### config.mk
export PLATFORM = sky130hd
export DESIGN_NAME = ictf_ctrl
export DESIGN_NICKNAME = d
export VERILOG_FILES = /design/src/ictf_pkg.sv /design/src/ictf_ctrl.sv
export SDC_FILE = /design/constraint.sdc
export NUM_CORES = 1
export LEC_CHECK = 0
export BUFFER_PORTS_ARGS = -buffer_cell sky130_fd_sc_hd__buf_2
export CORE_UTILIZATION = 55
export DETAILED_ROUTE_END_ITERATION = 10
export PLACE_DENSITY_LB_ADDON = 0.12
export SYNTH_ARGS = -nofsm -noshare
export SYNTH_HDL_FRONTEND = slang
export SYNTH_SLANG_ARGS = --single-unit
### constraint.sdc
create_clock -name clk -period 2.35 [get_ports clk]
set_clock_uncertainty 0.2 [all_clocks]
set_input_delay 0.235 -clock clk [delete_from_list [all_inputs] [get_ports clk]]
set_output_delay 0.235 -clock clk [all_outputs]
set_load 0.05 [all_outputs]
### src/ictf_pkg.sv
package ictf_pkg;

    localparam int ANGLE_FRAC_BITS = 16;
    localparam int TAB_LEN         = 24;
    localparam int TAB_IDX_W       = 5;
    localparam int ANG_W           = 36;

    localparam logic signed [ANG_W-1:0] DEG_90  = 36'sd1509949440;
    localparam logic signed [ANG_W-1:0] DEG_180 = 36'sd3019898880;
    localparam logic signed [ANG_W-1:0] DEG_270 = 36'sd4529848320;
    localparam logic signed [ANG_W-1:0] DEG_360 = 36'sd6039797760;

    typedef enum logic [3:0] {
        CFG_GYRO_SCALE    = 4'd0,
        CFG_FILTER_WEIGHT = 4'd1,
        CFG_SAMPLE_PERIOD = 4'd2,
        CFG_MOUNT         = 4'd3
    } cfg_reg_t;

    typedef enum logic [4:0] {
        S_IDLE,
        S_G_MUL1,
        S_G_MUL2,
        S_G_DIVS,
        S_G_DIVW,
        S_G_ACC,
        S_C_INIT,
        S_C_STEP,
        S_C_END,
        S_B_MUL1,
        S_B_MUL2,
        S_B_SUM,
        S_B_ROUND,
        S_R_MUL,
        S_R_DIVS,
        S_R_DIVW,
        S_R_FIN,
        S_COMMIT
    } state_t;

    typedef enum logic [4:0] {
        OP_NONE,
        OP_LOAD,
        OP_G_MUL1,
        OP_G_MUL2,
        OP_G_DIV,
        OP_G_ACC,
        OP_C_INIT,
        OP_C_STEP,
        OP_C_END,
        OP_B_MUL1,
        OP_B_MUL2,
        OP_B_SUM,
        OP_B_ROUND,
        OP_R_MUL,
        OP_R_DIV,
        OP_R_FIN,
        OP_COMMIT
    } dp_op_t;

    typedef struct packed {
        dp_op_t                 op;
        logic [1:0]             axis;
        logic [TAB_IDX_W-1:0]   step;
    } dp_cmd_t;

    typedef struct packed {
        logic div_busy;
        logic cor_special;
        logic first;
    } dp_status_t;

    // arctan(2^-i) in degrees, 24 fraction bits
    function automatic logic [29:0] atan_q24(input logic [TAB_IDX_W-1:0] idx);
        logic [29:0] v;
        case (idx)
            5'd0:    v = 30'd754974720;
            5'd1:    v = 30'd445687602;
            5'd2:    v = 30'd235489088;
            5'd3:    v = 30'd119537938;
            5'd4:    v = 30'd60000934;
            5'd5:    v = 30'd30029717;
            5'd6:    v = 30'd15018523;
            5'd7:    v = 30'd7509720;
            5'd8:    v = 30'd3754917;
            5'd9:    v = 30'd1877466;
            5'd10:   v = 30'd938734;
            5'd11:   v = 30'd469367;
            5'd12:   v = 30'd234684;
            5'd13:   v = 30'd117342;
            5'd14:   v = 30'd58671;
            5'd15:   v = 30'd29335;
            5'd16:   v = 30'd14668;
            5'd17:   v = 30'd7334;
            5'd18:   v = 30'd3667;
            5'd19:   v = 30'd1833;
            5'd20:   v = 30'd917;
            5'd21:   v = 30'd458;
            5'd22:   v = 30'd229;
            5'd23:   v = 30'd115;
            default: v = 30'd0;
        endcase
        return v;
    endfunction

endpackage

### src/ictf_ctrl.sv
module ictf_ctrl
    import ictf_pkg::*;
#(
    parameter int CORDIC_STEPS = 16
)
(
    input  logic       clk,
    input  logic       rst_n,
    input  logic       in_valid,
    output logic       in_ready,
    output logic       out_valid,
    input  logic       out_ready,
    output dp_cmd_t    cmd,
    input  dp_status_t status
);

    localparam int STEP_W = (CORDIC_STEPS > 1) ? $clog2(CORDIC_STEPS) : 1;

    state_t            state_reg, state_next;
    logic [1:0]        axis_reg, axis_next;
    logic [STEP_W-1:0] step_reg, step_next;
    logic              out_valid_reg, out_valid_next;
    logic              out_free;

    assign out_free = !out_valid_reg || out_ready;

    always_comb
    begin
        state_next = state_reg;
        axis_next  = axis_reg;
        step_next  = step_reg;
        case (state_reg)
            S_IDLE:
            begin
                if (in_valid)
                begin
                    state_next = S_G_MUL1;
                    axis_next  = 2'd0;
                end
            end
            S_G_MUL1: state_next = S_G_MUL2;
            S_G_MUL2: state_next = S_G_DIVS;
            S_G_DIVS: state_next = S_G_DIVW;
            S_G_DIVW:
            begin
                if (!status.div_busy)
                begin
                    state_next = S_G_ACC;
                end
            end
            S_G_ACC:
            begin
                if (axis_reg == 2'd2)
                begin
                    state_next = S_C_INIT;
                    axis_next  = 2'd0;
                end
                else
                begin
                    state_next = S_G_MUL1;
                    axis_next  = axis_reg + 2'd1;
                end
            end
            S_C_INIT:
            begin
                step_next  = '0;
                state_next = status.cor_special ? S_C_END : S_C_STEP;
            end
            S_C_STEP:
            begin
                if (step_reg == STEP_W'(CORDIC_STEPS - 1))
                begin
                    state_next = S_C_END;
                end
                else
                begin
                    step_next = step_reg + 1'b1;
                end
            end
            S_C_END:
            begin
                if (axis_reg == 2'd1)
                begin
                    state_next = S_B_MUL1;
                    axis_next  = 2'd0;
                end
                else
                begin
                    state_next = S_C_INIT;
                    axis_next  = 2'd1;
                end
            end
            S_B_MUL1: state_next = S_B_MUL2;
            S_B_MUL2: state_next = S_B_SUM;
            S_B_SUM:  state_next = S_B_ROUND;
            S_B_ROUND:
            begin
                if (!status.first)
                begin
                    state_next = S_R_MUL;
                end
                else if (axis_reg == 2'd1)
                begin
                    state_next = S_COMMIT;
                end
                else
                begin
                    state_next = S_B_MUL1;
                    axis_next  = 2'd1;
                end
            end
            S_R_MUL:  state_next = S_R_DIVS;
            S_R_DIVS: state_next = S_R_DIVW;
            S_R_DIVW:
            begin
                if (!status.div_busy)
                begin
                    state_next = S_R_FIN;
                end
            end
            S_R_FIN:
            begin
                if (axis_reg == 2'd1)
                begin
                    state_next = S_COMMIT;
                end
                else
                begin
                    state_next = S_B_MUL1;
                    axis_next  = 2'd1;
                end
            end
            S_COMMIT:
            begin
                if (out_free)
                begin
                    state_next = S_IDLE;
                end
            end
            default: state_next = S_IDLE;
        endcase
    end

    always_comb
    begin
        in_ready       = 1'b0;
        cmd.op         = OP_NONE;
        cmd.axis       = axis_reg;
        cmd.step       = TAB_IDX_W'(step_reg);
        out_valid_next = out_valid_reg && !out_ready;
        case (state_reg)
            S_IDLE:
            begin
                in_ready = 1'b1;
                if (in_valid)
                begin
                    cmd.op = OP_LOAD;
                end
            end
            S_G_MUL1:  cmd.op = OP_G_MUL1;
            S_G_MUL2:  cmd.op = OP_G_MUL2;
            S_G_DIVS:  cmd.op = OP_G_DIV;
            S_G_ACC:   cmd.op = OP_G_ACC;
            S_C_INIT:  cmd.op = OP_C_INIT;
            S_C_STEP:  cmd.op = OP_C_STEP;
            S_C_END:   cmd.op = OP_C_END;
            S_B_MUL1:  cmd.op = OP_B_MUL1;
            S_B_MUL2:  cmd.op = OP_B_MUL2;
            S_B_SUM:   cmd.op = OP_B_SUM;
            S_B_ROUND: cmd.op = OP_B_ROUND;
            S_R_MUL:   cmd.op = OP_R_MUL;
            S_R_DIVS:  cmd.op = OP_R_DIV;
            S_R_FIN:   cmd.op = OP_R_FIN;
            S_COMMIT:
            begin
                if (out_free)
                begin
                    cmd.op         = OP_COMMIT;
                    out_valid_next = 1'b1;
                end
            end
            default:   cmd.op = OP_NONE;
        endcase
    end

    always_ff @(posedge clk or negedge rst_n)
    begin
        if (!rst_n)
        begin
            state_reg     <= S_IDLE;
            axis_reg      <= 2'd0;
            step_reg      <= '0;
            out_valid_reg <= 1'b0;
        end
        else
        begin
            state_reg     <= state_next;
            axis_reg      <= axis_next;
            step_reg      <= step_next;
            out_valid_reg <= out_valid_next;
        end
    end

    assign out_valid = out_valid_reg;

endmodule

Word level (Yosys, flattened, before mapping)
Index checks and enable logic that the tools add are counted.

storage, ports and cells
  register bits = 12
  bits of input ports = 7
  word-level logic and storage cells = 68

operators by class
  equality and inequality tests = 27
  reduce and logical (&&, ||, !) cells = 10
  multiplexer cells = 25
  add/sub/neg operators = 2

operators by type and width
  operator                                                               number
  5-bit case mux with 18 select lines                                    1
  5-bit case mux with 16 select lines                                    1
  5-bit by 4-bit equality test with 1-bit output, second input constant  8
  5-bit two-way mux                                                      8
  5-bit by 3-bit equality test with 1-bit output, second input constant  4
  2-bit inequality test, second input constant                           7
  4-bit two-way mux                                                      3
  5-bit by 2-bit equality test with 1-bit output, second input constant  2
  5-bit equality test, second input constant                             2
  2-bit case mux with 5 select lines                                     1
  2-bit two-way mux                                                      4
  4-bit case mux with 2 select lines                                     1
  5-bit by 1-bit equality test with 1-bit output, second input constant  1
  5-bit zero test                                                        1
  1-bit two-way mux                                                      5
  5-bit AND reduction                                                    1
  5-bit nonzero test                                                     1
  4-bit by 1-bit adder with 4-bit output, second input constant          1
  4-bit equality test, second input constant                             1
  3-bit two-way mux                                                      1
  3-bit AND reduction                                                    1
  2-bit by 1-bit adder with 2-bit output, second input constant          1
  2-bit by 1-bit equality test with 1-bit output, second input constant  1
  2-bit equality test, second input constant                             1
  other kinds (5)                                                        6

Depth between registers and ports, before layout
Gate-level depths: netlist of the first run.

  word-level depth = 4
  depth in mapped cells = 7
  depth with buffers taken out = 5

Worst setup path after synthesis of the first run
Ideal clock, no wire load.

  kind = register to output
  from = register state_reg[0]
  to = output port cmd[9] (netlist bit)
  arrival time = 2.603 ns
  path slack = -0.688 ns
  required time = 1.915 ns
  cell stages (with the launch flop) = 5
  path through = dfrtp_1 buf_2 buf_2 buf_2 o41ai_1

RTL lines
  element                 RTL line          source
  from (decl)             ictf_ctrl.sv:19   state_t state_reg, state_next;
  from (signal assigned)  ictf_ctrl.sv:197  state_reg <= state_next;
  to (decl)               ictf_ctrl.sv:13   output dp_cmd_t cmd,

==> flow_summary_export.csv, run 1 <==
group,metric,value,unit
synthesis,synth_cells,142,
placed_design,dp_hpwl,2.17,mm
worst_setup_path,critPathMaxFanout,25,
min_path,min_path_cells,3,
global_routing,track_usage,0.275,
timing,tns,0,ns
synthesis,synth_edf_count,0,
worst_setup_path,worst_setup_path_end_kind,"primary output",
global_routing,grt_overflow,0,
route,wl_per_cell,14.8,um
worst_setup_path,cp.required,1.91,ns
synthesis,synth_area,1130,um^2
finish,largest_reg_flops,5,
finish,multi_input_area,753,um^2
clock_tree,cts-root-buf,"clkbuf_4",
power_and_ir_drop,powerDensity,1520,nW/um^2
clock_tree,numCtsBuffers,3,
global_routing,antenna_found_initial,0,
floorplanning,start_util,0.581,
finish,diodes,0,
clock_tree,cts_sinks,12,
timing,holdWs,0.0203,ns
synthesis,synthTopCellsByCount,"nor2_1, dfrtp_1, nand2_1",
job,maxCapViolCount,0,
finish,ff_latch_area,304,um^2
worst_setup_path,reg2reg_depth,6,
placed_design,placed_area,1310,um^2
floorplanning,num_rows,16,
worst_setup_path,path_cells,"buf_12, or4_4, o21a_1, o22ai_2, buf_4",
finish,fin_nets,178,
power_and_ir_drop,power.leakage,0.000623,uW
worst_setup_path,startpoint_type,"register",
timing,hold_viol,0,
worst_setup_path,cpPeakStageDelay,0.49,ns
timing,drv_slew,0,
route,wirelength,2.89,mm
synthesis,ys.flop_type,"dfrtp_1",
worst_setup_path,crit_arrival,1.82,ns
route,viasPerCell,5.89,
route,ant_nets,0,
floorplanning,die_h,47.3,um
worst_setup_path,crit_cells,5,
timing,min_period,2.25,ns
min_path,hold_start,"status[2]",
synthesis,syn_nets,150,
worst_setup_path,worstSetupPathType,"register to primary output",
floorplanning,coreArea,1940,um^2
floorplanning,ioPinCount,21,
synthesis,yosys.area.top_type,"dfrtp_1",
route,drt_iter0_drc,67,
clock_tree,clk_pin_slew_worst_paths,0.08,ns
finish,design_area,1400,um^2
route,first_pass_iters,4,
synthesis,synth.area.top_cells,"dfrtp_1, o21ai_0, nor2_1, nand2_1, a21oi_1",
worst_setup_path,crit_buf_inv,2,
route,vias,1155,
global_routing,grt_first_pass_wirelength,4.26,mm
placed_design,gp_congestion,0.876,
worst_setup_path,critPathLaunch,"state_reg[3]",
worst_setup_path,critPathTopFamily,"simple AND/OR/NAND/NOR gates",
synthesis,ys_warn_count,0,
synthesis,synth.distinct_cells,55,
finish,syn_to_final_growth,23.8,%
finish,fill_cells,166,
timing,period_share,0.958,
clock_tree,cts_buffer_depth,2,
clock_tree,cts_max_level,1,
power_and_ir_drop,ir_drop,0.000922,V
global_routing,grt_max_degree,26,
finish,drive_gt1_frac,0.337,
timing,report.final.setup_viol,0,
clock_tree,cts_tree,"yes",
placed_design,io_buffers,19,
synthesis,syn_area_per_cell,7.94,um^2
min_path,hold_path.class,"input port to register",
synthesis,synth_top_area_frac,0.266,
worst_setup_path,cpMaxStageDelayCell,"or4_4",
global_routing,grt_pass1_vias,943,
timing,rsz0062_at_grt,"no",
outcome,status,"finished clean",
synthesis,synth_most_common_cell,"nor2_1",
worst_setup_path,worstReg2RegStart,"state_reg[1]",
finish,fin_util,0.718,
route,route.detailed.drc,0,
floorplanning,dieArea,2230,um^2
synthesis,synth_seq_cells,12,
synthesis,yosysSeqAreaShare,0.266,
timing,max_clock_freq,0.444,GHz
synthesis,synthArstFlopShare,1.00,
floorplanning,die_x,47.3,um
clock_tree,worstSkewPairLatency,0.28,ns
## layout make-up
| type | count | area share |
|---|---|---|
| clock buffers | 4 | 0.0260 |
| well taps | 27 | 0.0242 |
| repair buffers | 35 | 0.170 |
| multi-input cells | 110 | 0.540 |
| inverters | 8 | 0.0215 |
| flip-flops and latches | 12 | 0.218 |
## worst paths after layout
path                                 to  slack (ns)
max                              cmd[7]         0.1
min                        state_reg[3]        0.02
max reg2reg                 axis_reg[0]        0.28
min reg2reg                 step_reg[0]        0.34
max in group asynchronous  state_reg[4]        1.55
min in group asynchronous  state_reg[3]        0.16
## stage by stage
step / worst slack [ns] / cells / total power [uW]
floorplan: -0.0394 / 142 / 1550
global placement: 0.238 / 188 / 1910
detailed placement: 0.216 / 188 / 1920
CTS: 0.0327 / 194 / 2110
global route: 0.0131 / 196 / 2270
finish: 0.0985 / 196 / 2120
## placed cells by master, fill, tap and decap left out, types with 2 or more instances in the layout
| cell | n |
|---|---|
| or3_1 | 3 |
| mux2i_1 | 3 |
| dfrtp_2 | 3 |
| a31oi_1 | 2 |
| dfrtp_1 | 9 |
| o21ai_1 | 3 |
| nand2_1 | 11 |
| or2_2 | 2 |
| nor2_1 | 13 |
| nand3b_1 | 2 |
| buf_2 | 17 |
| nand2b_1 | 2 |
| buf_4 | 15 |
| nor3b_1 | 2 |
| o32ai_1 | 2 |
| nor2b_1 | 3 |
| o21ai_0 | 10 |
| nor3_1 | 2 |
| or3_4 | 2 |
| clkbuf_4 | 3 |
| a21oi_1 | 8 |
| dlygate4sd3_1 | 2 |
| inv_1 | 7 |
| nand3_1 | 3 |
| xor2_1 | 3 |
| o211ai_1 | 2 |
| nor4_1 | 2 |
## logic make-up after synthesis
logic type	after synthesis	share of synthesized area
other cells	1	0.00333
flops	12	0.266
compound gates	43	0.263
fa+ha+maj	1	0.0111
buf+inv	20	0.0855
simple gates	56	0.290
xor+xnor	4	0.0311
mux	5	0.0499
## metal layers
| metal | up-vias | part of all wire | track usage |
|---|---|---|---|
| li1 | 570 | - | - |
| met1 | 535 | 0.43 | 0.377 |
| met2 | 50 | 0.49 | 0.436 |
| met3 | 0 | 0.082 | 0.0769 |
| met4 | 0 | 0 | 0.0457 |
| met5 | - | 0 | 0 |
## repair_timing
item,CTS,global route
endpoints found under the hold margin,13,0
resized for setup,4,2
endpoints found under the setup margin,3,3
hold buffers,2,0
buffers inserted,0,2
## report_power, final
group          internal (uW)  total [uW]  switching (uW)
Combinational            588        1570             977
Clock                   94.3         165            71.1
Sequential               283         393             110
## worst register-to-register path, delay by kind of cell (launching register included)
kind | cells | cell delay, ns
compound gates | 2 | 0.39
flops | 1 | 0.43
buf+inv | 1 | 0.20
simple gates | 3 | 0.75
(Power assumes the default switching activity.)
==> run 2, diff against run 1 <==
- CORE_UTILIZATION: 55 -> 35
==> run 2 against run 1 <==
  * Final area increased by 2.8%
  * Sequential share of layout area is 0.68 points lower
  * Largest cell class unchanged
  * Largest power group unchanged
  * Via count increased by 0.95%
  * Hold slack better by 0.011 ns
  * Cell count increased by 9.7%
  * Highest routed layer is now met4
  * Worst setup slack got worse by 0.0086 ns
  * Critical path type unchanged
  * Maximum frequency fell by 0.38%
  * Count of clock-buffer cells in the layout unchanged
  * Register-to-register slack worse by 0.06 ns
==> flow_summary_export.csv, run 2 (synthesis results as in run 1) <==
group,metric,value,unit
timing,report.final.setup_viol,0,
route,ant_nets,0,
worst_setup_path,cp.required,1.91,ns
power_and_ir_drop,netSwitchingFraction,0.542,
power_and_ir_drop,p_comb_frac,0.744,
floorplanning,die_x,58.8,um
power_and_ir_drop,powerDensity,1520,nW/um^2
timing,holdWs,0.0313,ns
route,drt_iter0_drc,58,
worst_setup_path,reg2reg_to,"state_reg[0]",
placed_design,io_buffers,19,
power_and_ir_drop,power.leakage,0.000632,uW
min_path,hold_path.class,"input port to register",
route,route.detailed.drc,0,
min_path,min_path_cells,3,
route,vias,1166,
worst_setup_path,crit_arrival,1.83,ns
worst_setup_path,worst_setup_path_end_kind,"primary output",
timing,fin_ws,0.0899,ns
finish,drive_gt1_frac,0.345,
floorplanning,num_rows,20,
global_routing,grt_first_pass_wirelength,5.09,mm
timing,max_clock_freq,0.442,GHz
worst_setup_path,startpoint_type,"register",
route,first_pass_iters,4,
finish,diodes,0,
power_and_ir_drop,seqPwrFrac,0.182,
power_and_ir_drop,total_power,2180,uW
clock_tree,numCtsBuffers,3,
floorplanning,dieArea,3450,um^2
power_and_ir_drop,clkPwrFrac,0.074,
timing,drv_slew,0,
clock_tree,cts_sinks,12,
finish,syn_to_final_growth,27.2,%
clock_tree,cts_buffer_depth,2,
power_and_ir_drop,power_switching,1180,uW
power_and_ir_drop,ir_drop,0.000655,V
worst_setup_path,critPathMaxFanout,17,
clock_tree,cts-root-buf,"clkbuf_4",
floorplanning,coreArea,3050,um^2
placed_design,dp_slack,0.0157,ns
placed_design,dp_hpwl,2.35,mm
min_path,whs_endpoint,"state_reg[3]",
route,wl_per_cell,14.8,um
clock_tree,cts_max_level,1,
global_routing,grt_overflow,0,
route,wirelength,3.17,mm
job,maxCapViolCount,0,
worst_setup_path,reg2reg_depth,4,
floorplanning,start_util,0.369,
finish,layout.cells.non_filler,215,
finish,fin_nets,180,
placed_design,gp_congestion,0.909,
route,viasPerCell,5.42,
timing,min_period,2.26,ns
worst_setup_path,worstReg2RegStart,"state_reg[2]",
worst_setup_path,worstSetupPathType,"register to primary output",
clock_tree,worstSkewPairLatency,0.27,ns
timing,hold_viol,0,
finish,largest_reg_flops,5,
placed_design,dp.cells,206,
global_routing,antenna_found_initial,0,
floorplanning,ioPinCount,21,
finish,layout_common_cells,"buf_2, buf_4, nor2_1, nand2_1",
global_routing,grt_pass1_vias,1020,
outcome,status,"finished clean",
min_path,hold_start,"status[2]",
clock_tree,cts_tree,"yes",
timing,period_share,0.962,
floorplanning,die_h,58.8,um
clock_tree,clk_pin_slew_worst_paths,0.08,ns
worst_setup_path,ff2ff_setup_slack,0.22,ns
power_and_ir_drop,p_int,1000,uW
global_routing,grt_max_degree,18,
global_routing,track_usage,0.195,
[run 2: cell count changes in the layout (fill, tap and decap cells not counted)]
cell / delta
dfrtp_2: -1
buf_4: +1
buf_2: -1
nor4_2: +1
clkbuf_4: +1
dfrtp_1: +1
nor4_1: -1
buf_12: -1
buf_6: +2
[run 2: worst max path at each step]
| stage | from | to | slack (ns) | cells after the start |
|---|---|---|---|---|
| finish | state_reg[3] | cmd[7] | 0.09 | 5 |
| floorplan | state_reg[0] | cmd[9] | -0.04 | 4 |
| detailed placement | state_reg[2] | state_reg[0] | 0.02 | 4 |
| global placement | state_reg[2] | state_reg[0] | 0.07 | 4 |
| CTS | state_reg[0] | cmd[8] | 0.02 | 6 |
| global route | state_reg[3] | cmd[10] | -0.005 | 5 |
[run 2: metrics by stage]
| step | cell area, um^2 | setup TNS (ns) | util |
|---|---|---|---|
| 5_1_grt | 1430 | -0.00537 | 0.470 |
| 3_3_place_gp | 1330 | 0 | 0.435 |
| 4_1_cts | 1390 | 0 | 0.454 |
| 2_1_floorplan | 1150 | -0.0394 | - |
| 6_report | 1430 | 0 | 0.470 |
| 3_5_place_dp | 1330 | 0 | 0.435 |
[run 2: worst max-delay path, stage by stage (launching register included)]
cell and delay [ns]:
dfrtp_1 0.41, buf_4 0.21, or4_4 0.51, o21a_1 0.13, o22ai_2 0.12, buf_6 0.18
[run 2: layout make-up]
class	count	area [um^2]
Tap cell	44	55.1
Multi-Input combinational cell	110	759
Sequential cell	12	303
Inverter	8	30.0
Fill cell	329	1620
Clock buffer	4	36.3
Timing Repair Buffer	37	250
[run 2: what timing repair did]
action,in CTS,in global routing
hold buffers,1,1
buffers inserted,0,3
endpoints found under the hold margin,12,1
endpoints found under the setup margin,3,4
resized for setup,3,6
[run 2: power by group through the flow]
stage                     clock, uW  combinational, uW  sequential (uW)
after floorplan                   0               1070              477
after global placement            0               1500              399
after detailed placement          0               1500              403
after CTS                       164               1540              400
after global routing            179               1730              416
final                           162               1620              397
[run 2: routing by layer]
| layer | global-route usage | vias to the layer above | wire [um] |
|---|---|---|---|
| met4 | 0.0340 | 0 | 12 |
| met1 | 0.281 | 550 | 1460 |
| met2 | 0.315 | 41 | 1530 |
| met3 | 0.0264 | 2 | 168 |
| met5 | 0 | - | 0 |
| li1 | - | 573 | - |
==> run 3, diff against run 2 <==
- ABC_AREA: not set -> 1
- CORE_UTILIZATION: 35 -> 54
- HOLD_SLACK_MARGIN: not set -> 0.1
==> run 3 against run 2 <==
  * Highest routed layer unchanged
  * First-iteration DRC count is 79% higher
  * Wire length is 8.8% lower
  * Clock power is 23% lower
  * Sequential power is 5% lower
  * Cell count is 0.93% higher
  * Global-route usage is 13 points higher
  * Total power is 22% lower
  * Die area is 39% lower
  * Critical path depth is 1 higher
  * Count of clock-buffer cells in the layout is 1 lower
  * Critical endpoint is now cmd[8]
  * Worst setup slack better by 0.044 ns
  * Non-clock buffer count is 14 lower
  * Critical path type unchanged
==> flow_summary_export.csv, run 3 <==
group,metric,value,unit
outcome,status,"finished clean",
clock_tree,worstSkewPairLatency,0.28,ns
power_and_ir_drop,power.leakage,0.000704,uW
synthesis,syn_area_per_cell,6.17,um^2
synthesis,synth.area.top_cells,"dfrtp_1, nand2_1, nand3_1, inv_1, nor2_1",
floorplanning,die_x,45.8,um
clock_tree,cts_tree,"yes",
finish,layout_commonest_cell,"nand2_1",
global_routing,antenna_found_initial,0,
placed_design,dp.cells,211,
worst_setup_path,crit_arrival,1.78,ns
worst_setup_path,worstSetupPathType,"register to primary output",
synthesis,synth_most_common_cell,"nand2_1",
placed_design,io_buffers,19,
placed_design,placed_area,1150,um^2
finish,drive_gt1_frac,0.208,
clock_tree,numCtsBuffers,3,
route,wirelength,2.89,mm
synthesis,syn_nets,176,
synthesis,synth_cells,168,
finish,syn_to_final_growth,19.2,%
finish,layout_common_cells,"nand2_1, nand3_1, buf_2, inv_1, nor2_1",
route,vias,1259,
timing,hold_viol,0,
worst_setup_path,worst_setup_path_end_kind,"primary output",
global_routing,grt_first_pass_wirelength,4.86,mm
floorplanning,num_rows,15,
placed_design,gp_congestion,1.02,
clock_tree,cts_max_level,1,
global_routing,grt_overflow,0,
global_routing,track_usage,0.327,
timing,period_share,0.943,
synthesis,yosysSeqAreaShare,0.290,
power_and_ir_drop,clkPwrFrac,0.073,
route,route.detailed.drc,0,
floorplanning,die_h,45.8,um
clock_tree,cts_buffer_depth,2,
worst_setup_path,cp.required,1.91,ns
worst_setup_path,critPathTopFamily,"flip-flops",
floorplanning,start_util,0.587,
floorplanning,ioPinCount,21,
finish,fin_nets,202,
synthesis,synth_top_area_frac,0.290,
clock_tree,cts-root-buf,"clkbuf_4",
timing,rsz0062_at_grt,"no",
timing,report.final.setup_viol,0,
timing,tns,0,ns
finish,diodes,0,
finish,layout.cells.non_filler,217,
clock_tree,clk_pin_slew_worst_paths,0.08,ns
power_and_ir_drop,power_switching,1060,uW
power_and_ir_drop,seqPwrFrac,0.221,
worst_setup_path,cpPeakStageDelay,0.47,ns
worst_setup_path,critPathMaxFanout,7,
synthesis,synth_seq_cells,12,
route,drt_iter0_drc,104,
power_and_ir_drop,powerDensity,1380,nW/um^2
power_and_ir_drop,p_int,650,uW
finish,largest_reg_flops,5,
power_and_ir_drop,ir_drop,0.000976,V
floorplanning,dieArea,2100,um^2
worst_setup_path,path_cells,"nor2_4, nand3_2, o21ai_0, a21oi_1, o211ai_1, buf_2",
job,maxCapViolCount,0,
worst_setup_path,cpMaxStageDelayCell,"dfrtp_1",
power_and_ir_drop,netSwitchingFraction,0.620,
worst_setup_path,ff2ff_setup_slack,0.53,ns
synthesis,yosys.area.top_type,"dfrtp_1",
route,first_pass_iters,5,
min_path,hold_path.class,"input port to async pin",
global_routing,grt_pass1_vias,1101,
clock_tree,cts_setup_buffers,0,
route,ant_nets,0,
synthesis,synth_area,1040,um^2
timing,min_period,2.22,ns
finish,design_area,1230,um^2
synthesis,ys.flop_type,"dfrtp_1",
clock_tree,cts_sinks,12,
timing,drv_slew,0,
timing,max_clock_freq,0.451,GHz
synthesis,synth.distinct_cells,23,
synthesis,synthArstFlopShare,1.00,
synthesis,synthTopCellsByCount,"nand2_1, nand3_1, inv_1",
floorplanning,coreArea,1760,um^2
route,viasPerCell,5.80,
power_and_ir_drop,p_comb_frac,0.706,
placed_design,dp_hpwl,2.24,mm
global_routing,grt_max_degree,13,
worst_setup_path,startpoint_type,"register",
worst_setup_path,crit_buf_inv,1,
route,wl_per_cell,13.3,um
synthesis,ys_warn_count,0,
power_and_ir_drop,total_power,1710,uW
synthesis,synth_edf_count,0,
## run 3: cell types whose count changed after synthesis, moves of 4 or more
cell / delta
nand2_1: +43
nand3_1: +18
inv_1: +11
buf_2: -8
nand4_1: +5
nor2_2: +5
nor2_1: +4
## run 3: cells by family (layout without fill, tap and decap cells)
logic type | after synthesis | count (layout) | share of synthesized area
AND/OR/NAND/NOR | 112 | 112 | 0.492
buffers and inverters | 22 | 46 | 0.0870
adder cells (fa/ha/maj) | 1 | 1 | 0.0121
flip-flops | 12 | 12 | 0.290
other | 1 | 1 | 0.00362
AO/OA/AOI/OAI | 20 | 20 | 0.116
## run 3: worst paths after layout
kind,from,endpoint,cells after the start
worst max-delay path,state_reg[1],cmd[8],6
worst min-delay path,rst_n,state_reg[2],2
worst max register to register,state_reg[4],state_reg[0],8
worst min register to register,step_reg[3],step_reg[3],1
max in group asynchronous,rst_n,state_reg[0],2
min in group clk,status[1],state_reg[3],7
## run 3: cell type report
cell class	count	area, um^2
multi-input combinational	134	671
clock buffer	3	22.5
timing repair buffer	23	133
tap	25	31.3
fill	166	529
sequential	12	303
inverter	20	75.1
## run 3: what timing repair did
| action | in CTS | in global routing |
|---|---|---|
| hold buffers | 3 | 0 |
| gates resized for setup | 1 | 6 |
| setup endpoints to repair | 1 | 4 |
| endpoints found under the hold margin | 14 | 0 |
## run 3: through the flow
step | util | worst slack (ns) | hold slack, ns
2_1_floorplan | - | 0.292 | -0.261
3_3_place_gp | 0.655 | 0.305 | -0.0833
3_5_place_dp | 0.655 | 0.291 | -0.0709
4_1_cts | 0.687 | 0.0239 | 0.168
5_1_grt | 0.700 | 0.0239 | 0.199
6_report | 0.700 | 0.134 | 0.159
## run 3: power groups by stage
stage	registers [uW]	logic (uW)	clock network, uW
3_5_place_dp	365	1160	0
6_report	378	1210	125
5_1_grt	389	1320	135
3_3_place_gp	364	1140	0
4_1_cts	361	1170	126
2_1_floorplan	453	809	0
## run 3: per-layer routing
layer / GRT usage / vias up / routed length [um]
met3: 0.0913 / 15 / 299
met5: 0 / - / 0
met2: 0.506 / 91 / 1330
met4: 0.141 / 0 / 120
met1: 0.425 / 557 / 1140
li1: - / 596 / -
